**config.mk**
```make
export PLATFORM = sky130hd
export DESIGN_NAME = char_lcd_nibble_command_sequencer
export DESIGN_NICKNAME = d
export VERILOG_FILES = /design/src/rtl/lcdseq_pkg.sv /design/src/rtl/lcdseq_front.sv /design/src/rtl/lcdseq_fifo.sv /design/src/rtl/lcdseq_back.sv /design/src/rtl/char_lcd_nibble_command_sequencer.sv
export SDC_FILE = /design/constraint.sdc
export NUM_CORES = 1
export LEC_CHECK = 0
export ABC_AREA = 0
export BUFFER_PORTS_ARGS = -buffer_cell sky130_fd_sc_hd__clkbuf_2
export CAP_MARGIN = 20
export CORE_MARGIN = 2
export CORE_UTILIZATION = 65
export CTS_CLUSTER_DIAMETER = 40
export DETAILED_ROUTE_END_ITERATION = 10
export GPL_TIMING_DRIVEN = 0
export PLACE_DENSITY = 0.83
export SLEW_MARGIN = 20
export SYNTH_ARGS = -nofsm -noshare
export SYNTH_HDL_FRONTEND = slang
export SYNTH_SLANG_ARGS = --single-unit
```
**constraint.sdc**
```tcl
create_clock -name clk -period 10.3 [get_ports clk]
set_input_delay 0.515 -clock clk [delete_from_list [all_inputs] [get_ports clk]]
set_output_delay 0.515 -clock clk [all_outputs]
set_load 0.03 [all_outputs]
```
**src/rtl/lcdseq_pkg.sv**
```systemverilog
// Shared types, codes and constant tables for the character LCD nibble sequencer.
// No dependencies; used by the front, queue, back and top-level modules.
package lcdseq_pkg;

  // request codes on in_action
  localparam logic [3:0] ACT_CHAR      = 4'd0;
  localparam logic [3:0] ACT_COMMAND   = 4'd1;
  localparam logic [3:0] ACT_CLEAR     = 4'd2;
  localparam logic [3:0] ACT_CURSOR    = 4'd3;
  localparam logic [3:0] ACT_SHOW_BYTE = 4'd4;
  localparam logic [3:0] ACT_SHOW_WORD = 4'd5;
  localparam logic [3:0] ACT_INIT      = 4'd6;
  localparam logic [3:0] ACT_CURS_ON   = 4'd7;
  localparam logic [3:0] ACT_CURS_OFF  = 4'd8;

  // delay classes
  localparam logic [1:0] WAIT_SHORT = 2'd0;
  localparam logic [1:0] WAIT_CLEAR = 2'd1;
  localparam logic [1:0] WAIT_POWER = 2'd2;

  localparam logic [7:0] LINE0_BASE   = 8'h80;
  localparam logic [7:0] LINE1_BASE   = 8'hc0;
  localparam logic [7:0] CMD_CLEAR    = 8'h01;
  localparam logic [7:0] CMD_HOME     = 8'h02;
  localparam logic [7:0] CMD_CURS_ON  = 8'h0f;
  localparam logic [7:0] CMD_CURS_OFF = 8'h0c;
  localparam logic [3:0] ASCII_DIGIT_HI = 4'h3;

  typedef enum logic [1:0] {
    KIND_BYTE,
    KIND_INIT,
    KIND_DIGITS
  } kind_t;

  typedef enum logic [1:0] {
    SEG_WAIT,
    SEG_BODY,
    SEG_CLR
  } seg_t;

  // one classified request, as held in the queue
  typedef struct packed {
    kind_t       kind;
    logic        rs;
    logic [7:0]  byte_val;
    logic [15:0] value;
    logic [2:0]  body_cnt;
    logic        pre_wait;
    logic        post_clear;
  } entry_t;

  // one bus step
  typedef struct packed {
    logic       strobe;
    logic       rs;
    logic [3:0] nib;
    logic [1:0] wait_class;
    logic       last;
  } step_t;

  function automatic logic [7:0] init_cmd(input logic [2:0] idx);
    logic [7:0] c;
    case (idx)
      3'd0:    c = 8'h33;
      3'd1:    c = 8'h32;
      3'd2:    c = 8'h2c;
      3'd3:    c = 8'h06;
      3'd4:    c = 8'h0c;
      default: c = 8'h0c;
    endcase
    return c;
  endfunction

  // floor(x / 10^k) = (x * recip) >> shift, exact over the range each place sees
  function automatic logic [16:0] dig_recip(input logic [2:0] k);
    logic [16:0] m;
    case (k)
      3'd0:    m = 17'd1;
      3'd1:    m = 17'd52429;
      3'd2:    m = 17'd656;
      3'd3:    m = 17'd16778;
      3'd4:    m = 17'd107375;
      default: m = 17'd1;
    endcase
    return m;
  endfunction

  function automatic logic [4:0] dig_shift(input logic [2:0] k);
    logic [4:0] s;
    case (k)
      3'd0:    s = 5'd0;
      3'd1:    s = 5'd19;
      3'd2:    s = 5'd16;
      3'd3:    s = 5'd24;
      3'd4:    s = 5'd30;
      default: s = 5'd0;
    endcase
    return s;
  endfunction

  function automatic logic [13:0] pow10(input logic [2:0] k);
    logic [13:0] p;
    case (k)
      3'd0:    p = 14'd1;
      3'd1:    p = 14'd10;
      3'd2:    p = 14'd100;
      3'd3:    p = 14'd1000;
      3'd4:    p = 14'd10000;
      default: p = 14'd1;
    endcase
    return p;
  endfunction

endpackage

```
**src/rtl/lcdseq_front.sv**
```systemverilog
// Request classifier: turns one input word into a queue entry.
// Depends on lcdseq_pkg.
module lcdseq_front (
  input  logic [3:0]          action,
  input  logic [7:0]          data_byte,
  input  logic [5:0]          column,
  input  logic                row,
  input  logic [15:0]         number,
  output lcdseq_pkg::entry_t  ent,
  output logic                ent_valid
);
  import lcdseq_pkg::*;

  always_comb begin
    ent            = '0;
    ent.kind       = KIND_BYTE;
    ent.rs         = 1'b0;
    ent.byte_val   = data_byte;
    ent.value      = number;
    ent.body_cnt   = 3'd1;
    ent.pre_wait   = 1'b0;
    ent.post_clear = 1'b0;
    ent_valid      = 1'b1;
    case (action)
      ACT_CHAR: begin
        ent.rs = 1'b1;
      end
      ACT_COMMAND: begin
        ent.rs = 1'b0;
      end
      ACT_CLEAR: begin
        ent.body_cnt   = 3'd0;
        ent.post_clear = 1'b1;
      end
      ACT_CURSOR: begin
        ent.byte_val = (row ? LINE1_BASE : LINE0_BASE) + {2'b00, column};
      end
      ACT_SHOW_BYTE: begin
        ent.kind     = KIND_DIGITS;
        ent.rs       = 1'b1;
        ent.value    = {8'h00, number[7:0]};
        ent.body_cnt = 3'd3;
      end
      ACT_SHOW_WORD: begin
        ent.kind     = KIND_DIGITS;
        ent.rs       = 1'b1;
        ent.body_cnt = 3'd5;
      end
      ACT_INIT: begin
        ent.kind       = KIND_INIT;
        ent.body_cnt   = 3'd5;
        ent.pre_wait   = 1'b1;
        ent.post_clear = 1'b1;
      end
      ACT_CURS_ON: begin
        ent.byte_val = CMD_CURS_ON;
      end
      ACT_CURS_OFF: begin
        ent.byte_val = CMD_CURS_OFF;
      end
      default: begin
        ent_valid = 1'b0;  // unused codes are swallowed
      end
    endcase
  end

endmodule

```
**src/rtl/lcdseq_fifo.sv**
```systemverilog
// Short queue of classified requests between front and back.
// Depends on lcdseq_pkg.
module lcdseq_fifo #(
  parameter int DEPTH = 2
) (
  input  logic                         clk,
  input  logic                         rst_n,
  input  logic                         push,
  input  lcdseq_pkg::entry_t           push_ent,
  input  logic                         pop,
  output lcdseq_pkg::entry_t           head,
  output logic                         head_valid,
  output logic                         full,
  output logic [$clog2(DEPTH+1)-1:0]   count
);
  import lcdseq_pkg::*;

  localparam int AW = (DEPTH > 1) ? $clog2(DEPTH) : 1;
  localparam int CW = $clog2(DEPTH + 1);

  entry_t          mem [DEPTH];
  logic [AW-1:0]   wr_ptr_r, wr_ptr_nxt;
  logic [AW-1:0]   rd_ptr_r, rd_ptr_nxt;
  logic [CW-1:0]   cnt_r, cnt_nxt;

  assign head       = mem[rd_ptr_r];
  assign head_valid = (cnt_r != '0);
  assign full       = (cnt_r == CW'(DEPTH));
  assign count      = cnt_r;

  always_comb begin
    wr_ptr_nxt = wr_ptr_r;
    rd_ptr_nxt = rd_ptr_r;
    cnt_nxt    = cnt_r;
    if (push) begin
      wr_ptr_nxt = (wr_ptr_r == AW'(DEPTH - 1)) ? '0 : wr_ptr_r + AW'(1);
    end
    if (pop) begin
      rd_ptr_nxt = (rd_ptr_r == AW'(DEPTH - 1)) ? '0 : rd_ptr_r + AW'(1);
    end
    case ({push, pop})
      2'b10:   cnt_nxt = cnt_r + CW'(1);
      2'b01:   cnt_nxt = cnt_r - CW'(1);
      default: cnt_nxt = cnt_r;
    endcase
  end

  always_ff @(posedge clk) begin
    if (!rst_n) begin
      wr_ptr_r <= '0;
      rd_ptr_r <= '0;
      cnt_r    <= '0;
    end else begin
      wr_ptr_r <= wr_ptr_nxt;
      rd_ptr_r <= rd_ptr_nxt;
      cnt_r    <= cnt_nxt;
    end
  end

  always_ff @(posedge clk) begin
    if (push) begin
      mem[wr_ptr_r] <= push_ent;
    end
  end

endmodule

```
**src/rtl/lcdseq_back.sv**
```systemverilog
// Step sequencer: walks a queued request and, unless the output is stalled,
// emits one bus step a cycle into the output register. Digits come from a
// reciprocal multiply per place. Depends on lcdseq_pkg.
module lcdseq_back (
  input  logic                clk,
  input  logic                rst_n,
  input  lcdseq_pkg::entry_t  head,
  input  logic                head_valid,
  output logic                pop,
  output logic                out_valid,
  input  logic                out_stall,
  output lcdseq_pkg::step_t   out_step
);
  import lcdseq_pkg::*;

  entry_t      cur_r;
  logic        cur_valid_r, cur_valid_nxt;
  seg_t        seg_r, seg_nxt;
  logic [2:0]  cnt_r, cnt_nxt;
  logic        lo_r, lo_nxt;
  logic [15:0] rem_r;
  logic [3:0]  q_r;
  logic        out_valid_r;
  step_t       out_step_r;

  step_t       step;
  logic        adv;
  logic        body_end;
  logic [7:0]  body_byte;
  logic [7:0]  clr_byte;
  logic [2:0]  place;
  logic [32:0] prod;
  logic [32:0] prod_sh;
  logic [17:0] sub_prod;
  seg_t        start_seg;

  assign adv       = cur_valid_r && (!out_valid_r || !out_stall);
  assign body_end  = (cnt_r == cur_r.body_cnt - 3'd1);
  assign place     = cur_r.body_cnt - 3'd1 - cnt_r;
  assign prod      = rem_r * dig_recip(place);
  assign prod_sh   = prod >> dig_shift(place);
  assign sub_prod  = q_r * pow10(place);
  assign start_seg = head.pre_wait ? SEG_WAIT :
                     ((head.body_cnt != 3'd0) ? SEG_BODY : SEG_CLR);

  // step produced by the current state
  always_comb begin
    case (cur_r.kind)
      KIND_INIT:   body_byte = init_cmd(cnt_r);
      KIND_DIGITS: body_byte = {ASCII_DIGIT_HI, q_r};
      default:     body_byte = cur_r.byte_val;
    endcase
    clr_byte = cnt_r[0] ? CMD_HOME : CMD_CLEAR;
    step     = '0;
    case (seg_r)
      SEG_WAIT: begin
        step.strobe     = 1'b0;
        step.rs         = 1'b0;
        step.nib        = 4'h0;
        step.wait_class = WAIT_POWER;
        step.last       = 1'b0;
      end
      SEG_BODY: begin
        step.strobe     = 1'b1;
        step.rs         = cur_r.rs;
        step.nib        = lo_r ? body_byte[3:0] : body_byte[7:4];
        step.wait_class = WAIT_SHORT;
        step.last       = lo_r && body_end && !cur_r.post_clear;
      end
      SEG_CLR: begin
        step.strobe     = 1'b1;
        step.rs         = 1'b0;
        step.nib        = lo_r ? clr_byte[3:0] : clr_byte[7:4];
        step.wait_class = lo_r ? WAIT_CLEAR : WAIT_SHORT;
        step.last       = lo_r && cnt_r[0];
      end
      default: begin
        step = '0;
      end
    endcase
  end

  // next state
  always_comb begin
    seg_nxt       = seg_r;
    cnt_nxt       = cnt_r;
    lo_nxt        = lo_r;
    cur_valid_nxt = cur_valid_r;
    pop           = 1'b0;
    if (adv) begin
      case (seg_r)
        SEG_WAIT: begin
          seg_nxt = SEG_BODY;
          cnt_nxt = 3'd0;
          lo_nxt  = 1'b0;
        end
        SEG_BODY: begin
          if (!lo_r) begin
            lo_nxt = 1'b1;
          end else if (body_end) begin
            seg_nxt = SEG_CLR;
            cnt_nxt = 3'd0;
            lo_nxt  = 1'b0;
          end else begin
            cnt_nxt = cnt_r + 3'd1;
            lo_nxt  = 1'b0;
          end
        end
        SEG_CLR: begin
          if (!lo_r) begin
            lo_nxt = 1'b1;
          end else begin
            cnt_nxt = cnt_r + 3'd1;
            lo_nxt  = 1'b0;
          end
        end
        default: begin
          seg_nxt = SEG_WAIT;
        end
      endcase
      if (step.last) begin
        cur_valid_nxt = 1'b0;
      end
    end
    // take the next request in the cycle the current one ends
    if ((!cur_valid_r || (adv && step.last)) && head_valid) begin
      pop           = 1'b1;
      cur_valid_nxt = 1'b1;
      seg_nxt       = start_seg;
      cnt_nxt       = 3'd0;
      lo_nxt        = 1'b0;
    end
  end

  always_ff @(posedge clk) begin
    if (!rst_n) begin
      cur_valid_r <= 1'b0;
      seg_r       <= SEG_WAIT;
      cnt_r       <= 3'd0;
      lo_r        <= 1'b0;
      out_valid_r <= 1'b0;
    end else begin
      cur_valid_r <= cur_valid_nxt;
      seg_r       <= seg_nxt;
      cnt_r       <= cnt_nxt;
      lo_r        <= lo_nxt;
      if (adv) begin
        out_valid_r <= 1'b1;
      end else if (!out_stall) begin
        out_valid_r <= 1'b0;
      end
    end
  end

  // payload and digit datapath
  always_ff @(posedge clk) begin
    if (pop) begin
      cur_r <= head;
    end
    if (adv) begin
      out_step_r <= step;
    end
    if (pop) begin
      rem_r <= head.value;
    end else if (adv && seg_r == SEG_BODY && cur_r.kind == KIND_DIGITS && lo_r) begin
      rem_r <= rem_r - sub_prod[15:0];
    end
    if (adv && seg_r == SEG_BODY && !lo_r) begin
      q_r <= prod_sh[3:0];
    end
  end

  assign out_valid = out_valid_r;
  assign out_step  = out_step_r;

endmodule

```
**src/rtl/char_lcd_nibble_command_sequencer.sv**
```systemverilog
// Character LCD 4-bit bus sequencer, top level.
// Depends on lcdseq_pkg, lcdseq_front, lcdseq_fifo and lcdseq_back.
//
// Usage:
//   Input channel (in_*): one request word per handshake, accepted when
//   in_valid is high and in_stall low. Unused action codes are taken and
//   yield nothing.
//   Output channel (out_*): one bus step per word, taken when out_valid is
//   high and out_stall low; out_last marks the final step of a request.
//   When the queue is empty, a request passes the queue, the sequencer's
//   request register and the output register before its first step appears.
//   Throughput: one step per cycle while out_stall is low; a request has
//   2 steps for a byte, 4 for clear-and-home, 6/10 for 3/5 digits and
//   15 for init, as the step sequencer emits them; the next queued
//   request starts in the cycle after the previous one's last step.
//   Up to QDEPTH requests wait in the queue, so the front keeps accepting
//   while the back is busy or stalled, until the queue is full.
//   Reset clears the queue, the sequencer and out_valid.
//   While out_stall and out_valid are high the output word holds and the sequencer pauses.
module char_lcd_nibble_command_sequencer #(
  parameter int QDEPTH = 2
) (
  input  logic        clk,
  input  logic        rst_n,
  input  logic        in_valid,
  output logic        in_stall,
  input  logic [3:0]  in_action,
  input  logic [7:0]  in_data_byte,
  input  logic [5:0]  in_column,
  input  logic        in_row,
  input  logic [15:0] in_number,
  output logic        out_valid,
  input  logic        out_stall,
  output logic        out_strobe_res,
  output logic        out_register_select,
  output logic [3:0]  out_nibble,
  output logic [1:0]  out_wait_class,
  output logic        out_last
);
  import lcdseq_pkg::*;

  localparam int CW = $clog2(QDEPTH + 1);

  entry_t         ent;
  logic           ent_valid;
  entry_t         head;
  logic           head_valid;
  logic           q_full;
  logic           q_push;
  logic           q_pop;
  logic [CW-1:0]  q_cnt;
  step_t          step;

  lcdseq_front u_front (
    .action    (in_action),
    .data_byte (in_data_byte),
    .column    (in_column),
    .row       (in_row),
    .number    (in_number),
    .ent       (ent),
    .ent_valid (ent_valid)
  );

  assign in_stall = q_full;
  assign q_push   = in_valid && !q_full && ent_valid;

  lcdseq_fifo #(
    .DEPTH (QDEPTH)
  ) u_fifo (
    .clk        (clk),
    .rst_n      (rst_n),
    .push       (q_push),
    .push_ent   (ent),
    .pop        (q_pop),
    .head       (head),
    .head_valid (head_valid),
    .full       (q_full),
    .count      (q_cnt)
  );

  lcdseq_back u_back (
    .clk        (clk),
    .rst_n      (rst_n),
    .head       (head),
    .head_valid (head_valid),
    .pop        (q_pop),
    .out_valid  (out_valid),
    .out_stall  (out_stall),
    .out_step   (step)
  );

  assign out_strobe_res      = step.strobe;
  assign out_register_select = step.rs;
  assign out_nibble          = step.nib;
  assign out_wait_class      = step.wait_class;
  assign out_last            = step.last;

  // queue never overfills
  a_q_bound: assert property (@(posedge clk) disable iff (!rst_n)
    q_cnt <= CW'(QDEPTH))
    else $error("request queue over depth");

  // a wait-only step is instruction-mode, power-up class and never ends a request
  a_wait_step: assert property (@(posedge clk) disable iff (!rst_n)
    out_valid && !out_strobe_res |->
      !out_last && !out_register_select && out_wait_class == WAIT_POWER)
    else $error("malformed wait-only step");

  // power-up delay only on the wait-only step
  a_power_class: assert property (@(posedge clk) disable iff (!rst_n)
    out_valid && out_strobe_res |->
      (out_wait_class == WAIT_SHORT || out_wait_class == WAIT_CLEAR))
    else $error("bad delay class on strobed step");

  // a wait-only step is always followed by the first init command nibble
  a_init_follow: assert property (@(posedge clk) disable iff (!rst_n)
    out_valid && !out_stall && !out_strobe_res |=>
      !out_valid || (out_strobe_res && !out_register_select && out_nibble == 4'h3))
    else $error("init sequence broken after wait step");

endmodule

```
# ---- After elaboration in Yosys (flattened, before gate mapping)
# Memory sizes are Yosys's and may differ from the RTL's. A register that Yosys moved wholly into a read port is not among the register bits.
# Index checks and enable logic that the tools add are counted.
dict set report op_classes {
  add_sub_neg 9
  multipliers 2
  n_eq_ne 29
  shift 1
  muxes 47
  bitwise_logic 1
  reduce_logical 42
}
# cell count
set ops {}
lappend ops {{$pmux 17 s4} 1}
lappend ops {{$pmux 14 s4} 1}
lappend ops {{$mux 16} 3}
lappend ops {{$mul 16x17->33} 1}
lappend ops {{$shr 33x5->4} 1}
lappend ops {{$pmux 9 s3} 1}
lappend ops {{$pmux 6 s4} 1}
lappend ops {{$pmux 8 s3} 1}
lappend ops {{$pmux 5 s4} 1}
lappend ops {{$mux 1} 18}
lappend ops {{$pmux 3 s3} 2}
lappend ops {{$eq 4x3->1 const B} 4}
lappend ops {{$mul 4x14->16} 1}
lappend ops {{$pmux 8 s2} 1}
lappend ops {{$sub 16x16->16} 1}
lappend ops {{$mux 2} 7}
lappend ops {{$eq 3x2->1 const B} 4}
lappend ops {{$logic_and 1x1->1} 12}
lappend ops {{$reduce_bool 2->1} 6}
lappend ops {{$reduce_or 2->1} 5}
lappend ops {{$mux 3} 3}
lappend ops {{$reduce_or 9->1} 1}
lappend ops {{$add 8x6->8} 1}
lappend ops {{$eq 2x2->1 const B} 4}
lappend ops {{other kinds (30)} 50}
dict set report totals {
  regBits 56
  ramBits 64
  input_bits 39
  output_inout_bits 11
  word_cells 152
  n_memories 1
}
# name depth word_bits read_ports rd_clocked_by_memory_dff write_ports line_no
set mem_list {}
lappend mem_list {u_fifo.mem 2 32 1 1 1 lcdseq_fifo.sv:21} ;# entry_t mem [DEPTH];

# ---- Logic depth before layout (Yosys ltp)
dict set report depth {
  depth_word 11
  ltp_mapped 32
  depth_no_buf 30
}

# ---- By module
# From an unflattened synthesis, not the netlist that was laid out.
dict set report unflattened {
  hier_cells 1512
  hier_area_um2 15268.4
}
# mod n_inst cells_per_inst area_per_inst_um2 seq_area_each_um2
set modules_own_cells {}
lappend modules_own_cells {lcdseq_back 1 1321 12305.6 1481.4}
lappend modules_own_cells {lcdseq_fifo 1 122 2527.4 2021.9}
lappend modules_own_cells {lcdseq_front 1 68 426.7 0.0}
lappend modules_own_cells {char_lcd_nibble_command_sequencer 1 1 8.8 0.0}

# ---- Least setup slack after synthesis
# Ideal clock, no wire load.
dict set report synth_path {
  path_type {reg-to-reg}
  startpoint {register u_back.cur_r[2] (netlist name)}
  endpoint {register u_back.q_r[1], data pin}
  setup_ns 0.261
  arrival_time_ns 7.178
  required_ns 10.039
  path_slack_ns 2.861
  path_stages_with_launch 29
  n_path_buf 2
  path_cell_list {edfxtp_1 inv_1 ha_1 fa_1 xnor2_1 and3_1 buf_4 buf_2 and2_1 or2_2 fa_1 inv_1 fa_1 inv_1 fa_1 inv_1 fa_1 fa_1 fa_1 inv_1 ha_1 a21oi_1 nand2_1 a311oi_2 o31ai_2 a311oi_2 o21ai_1 xor2_1 a221o_1}
}
dict set report synth_between {
  elab_chain_cells 6
}
# element line_no
set synth_lines {}
lappend synth_lines {{start: declaration} lcdseq_back.sv:16} ;# entry_t cur_r;
lappend synth_lines {{start signal: assignment} lcdseq_back.sv:158} ;# cur_r <= head;
lappend synth_lines {{$sub 3x1->3 (*)} lcdseq_back.sv:39} ;# assign place = cur_r.body_cnt - 3'd1 - cnt_r;
lappend synth_lines {{$sub 3x3->3 (*)} lcdseq_back.sv:39}
lappend synth_lines {{$eq 3x3->1, or another cell as far along} {lcdseq_pkg.sv:77, lcdseq_pkg.sv:90}}
lappend synth_lines {{$pmux 17 s4} lcdseq_pkg.sv:77} ;# case (k)
lappend synth_lines {{$mul 16x17->33} lcdseq_back.sv:40} ;# assign prod = rem_r * dig_recip(place);
lappend synth_lines {{$shr 33x5->4 (*)} lcdseq_back.sv:41} ;# assign prod_sh = prod >> dig_shift(place);
lappend synth_lines {{via u_back.prod_sh[1]} lcdseq_back.sv:33} ;# logic [32:0] prod_sh;
lappend synth_lines {{end signal: assignment} lcdseq_back.sv:169} ;# q_r <= prod_sh[3:0];
lappend synth_lines {{end: declaration} lcdseq_back.sv:22} ;# logic [3:0] q_r;
# The timed path passes the listed nets; every way through them passes the cells marked *.
# A chain may end at the register's enable or synchronous reset.

# ---- Worst setup path after layout
dict set report layout_path {
  startpoint {register u_back.cur_r[2] (netlist name)}
  endpoint {register u_back.q_r[2], data pin}
}
# The elaborated chain is that of the path after synthesis.

==> out/results.txt <==
The run finished with clean final reports. The number of flops mapped to enable cells by yosys was 106; the area enclosed by the die boundary was 0.0246 mm^2. Synthesis produced a netlist with a net count of 1938. The floorplan die width is 157 um. The number of stages on the worst hold path was 1. The multiplexer area fraction after synthesis was 0.0198. The number of clock buffers added by TritonCTS is 17. The worst setup path is captured at a flop. The share of final-layout standard cells stronger than drive strength 1 came out at 0.0897. The slowest stage of the critical path belongs to the cell clkbuf_1.

For this block, the initial DRC count from the detailed router was 955. Overall routing resource usage: 0.330. The detailed placement HPWL was 31.3 mm; the number of setup violations in the final report was 0. The remaining number of nets flagged by the antenna check after routing is 0. The type of the worst min-delay path was primary input to flop. The cell count after synthesis is 1514. Total inserted antenna cells: 0.

The number of library cell types mapped by synthesis is 74. For this run, the post-layout net count is 2005. The worst max-slew margin expressed relative to the limit is 0.342. The quantity of I/O buffers inserted on ports was 46; the number of cell instances on the worst register-to-register path was 26. The critical path's largest stage delay works out to 0.66 ns. The clock net in this run drives a total of 119 sinks.

For the total count of hold-check failures in the final report, the log shows 0. After clock tree synthesis, the flow added hold-fix buffers numbering 0. Counting buffers and inverters, the worst setup path is 26 cells deep. The clock latency of the later-clocked register in the worst-skew pair is 0.42 ns, and the register bit total from synthesis is 119. For the worst setup path, the data required time is 10.46 ns. The basic-gate share of the synthesized area counting and, or, nand and nor cells works out to 0.127. The flip-flop cell with the highest count after synthesis was edfxtp_1.

The post-layout utilization of the core is 0.724, and the post-route minimum period is 9.25 ns. Adder and majority cell fraction of the synthesized area: 0.428. The category of the most critical setup path was flop to flop. TritonCTS built the clock tree.

Summing every instance area after synthesis gives 0.0152 mm^2. The average via count per standard cell was 5.76. Together, buffers and inverters on the worst path number 7.

Entering global routing, the biggest net connects 29 pins. Broken down by cell family, the worst path's largest delay share belongs to adder cells. Most used cell along the critical path: fa_1. The area growth from synthesis to layout is 8.35%. The H-tree was split into 4 levels. The number of buffers added for setup after CTS came out at 0. The main combinational cell family by area after synthesis was adder cells. The floorplan has 55 rows. The worst register-to-register path has a setup slack of 1.05 ns. Clock skew on the completed layout was measured at 0.0100 ns. The transition time at the pin with the least slew margin works out to 0.979 ns.

The run gives 0 as the max-slew violation count. The first-pass iteration count of the detailed router is 5, and the part of the Yosys area used for sequential elements is 0.226. The xor/xnor share of the synthesized area came out at 0.0206. The logs give 1 for the initial antenna violation count and 108 MHz for the highest clock rate. The final critical-path share of the clock period is 0.898, and the average routed wire per standard cell is 20.1 um.

Counting along the longest clock path gives a buffer depth of 2. The yosys synthesis warning count was 0. From bottom edge to top edge, the die measures 157 um. The number of gates given a new drive strength after cts was 0; the core box area was 0.0228 mm^2. The total congestion overflow was 0; the number of filler cells placed in the layout was 1626. The area share of the largest cell type after synthesis works out to 0.296. The worst setup path is launched from a flop. The share of async-settable or async-resettable flops after synthesis is 0. Setup repair after global routing left no endpoint under its margin. After routing, the total negative slack on setup checks comes to 0 ns. The number of global-route vias before repair was 11800. The synthesized design spends more area on one cell type than any other, namely fa_1. The wire length of the first global-routing pass came out at 60.7 mm. The tools report the number of max-capacitance violations reported as 0. The compound-gate portion of the synthesized area works out to 0.0887. The effective utilization at floorplan is 0.668, and the count of pins on the block boundary is 50. Detailed routing inserted a total of 11000 vias. After synthesis, the cell types taking the most area are fa_1, edfxtp_1, ha_1. The last weighted congestion value of the routability-driven placer is 1.01. In this run the worst path has a maximum fanout of 10. After clock tree synthesis, the clock-pin slew on the worst setup and hold paths is 0.06 ns. CTS placed an instance of clkbuf_16 at the clock tree root. The final layout contains routed wiring with a total length of 38.3 mm. The synthesized area per cell works out to 10.0 um^2.

Final hold analysis gives a worst-case slack of 0.289 ns. Counting instances in the post-synthesis netlist gives the leading cell types as inv_1, fa_1, ha_1, nand2_1, edfxtp_1. The DRC violation count after routing is 0, and the arrival time at the worst endpoint is 9.41 ns. The most frequent cell after synthesis is inv_1.
-- per-stage QoR --
step / std cells / area, um^2 / worst slack [ns]
global route: 1907 / 16500 / 0.819
finish: 1907 / 16500 / 1.05
global placement: 1873 / 15800 / 1.38
floorplan: 1514 / 15200 / 2.86
CTS: 1907 / 16500 / 1.34
detailed placement: 1875 / 15900 / 1.39
-- routing by layer --
| metal | track usage | part of all wire | wire, um | vias to the layer above |
|---|---|---|---|---|
| li1 | - | - | - | 5038 |
| met1 | 0.407 | 0.40 | 15200 | 5332 |
| met2 | 0.575 | 0.49 | 18900 | 500 |
| met3 | 0.0727 | 0.081 | 3090 | 104 |
| met4 | 0.114 | 0.031 | 1180 | 2 |
| met5 | 0 | 0.00034 | 13 | - |
-- cell families (layout without fill, tap and decap cells) --
kind of cell,count (synthesis),count (layout)
DFF,119,119
buffers and inverters,352,432
muxes,28,28
xor gates and xnor gates,34,34
AOI/OAI and AO/OA,201,201
and+or+nand+nor,395,395
adders and majority gates,385,385
-- placed cells by master, fill, tap and decap left out, types with 8 or more instances in the layout --
cell type | Yosys | routed
a211oi_1 | 11 | 11
a21o_1 | 14 | 14
a21oi_1 | 60 | 60
and2_1 | 55 | 55
and3_1 | 19 | 19
clkbuf_1 | 31 | 31
clkbuf_16 | 0 | 17
clkbuf_2 | 0 | 46
dfxtp_1 | 13 | 13
edfxtp_1 | 106 | 106
fa_1 | 225 | 225
ha_1 | 160 | 160
inv_1 | 307 | 307
mux2_2 | 17 | 17
mux2i_1 | 11 | 11
nand2_1 | 143 | 143
nand2b_1 | 12 | 12
nand3_1 | 16 | 16
nor2_1 | 70 | 68
nor2b_1 | 21 | 21
nor3_1 | 15 | 15
o211ai_1 | 11 | 11
o21ai_0 | 34 | 34
o22ai_1 | 8 | 8
or2_2 | 10 | 10
or3_1 | 8 | 8
xnor2_1 | 20 | 20
xor2_1 | 13 | 13
-- layout make-up --
class,count,area [um^2],area share
multi-input cells,1043,10400,0.632
clock inverters,15,168,0.0102
flip-flops and latches,119,3440,0.209
plain buffers,44,208,0.0126
clock buffers,17,425,0.0258
inverters,308,1160,0.0706
well taps,313,392,0.0238
repair buffers,48,270,0.0164
-- worst paths after layout --
check / startpoint / end
hold / removal: in_number[1] / u_fifo.mem[1][6]
hold reg to reg: u_back.out_valid / u_back.out_valid
setup reg to reg: u_back.cur_r[2] / u_back.q_r[2]
setup / recovery: u_back.cur_r[2] / u_back.q_r[2]
-- sequential cells by signal, summed over array words and instances, names as in the netlist, 2 cells and up, named ones only --
signal           cells
u_back.rem_r        16
u_back.cur_r        15
u_back.cnt_r         3
u_fifo.count         2
u_back.out_step      9
u_back.seg_r         2
u_fifo.mem          62
u_back.q_r           4
Power is not shown: default switching activity piles up to over one toggle a cycle in this logic, so the estimate is an artifact.
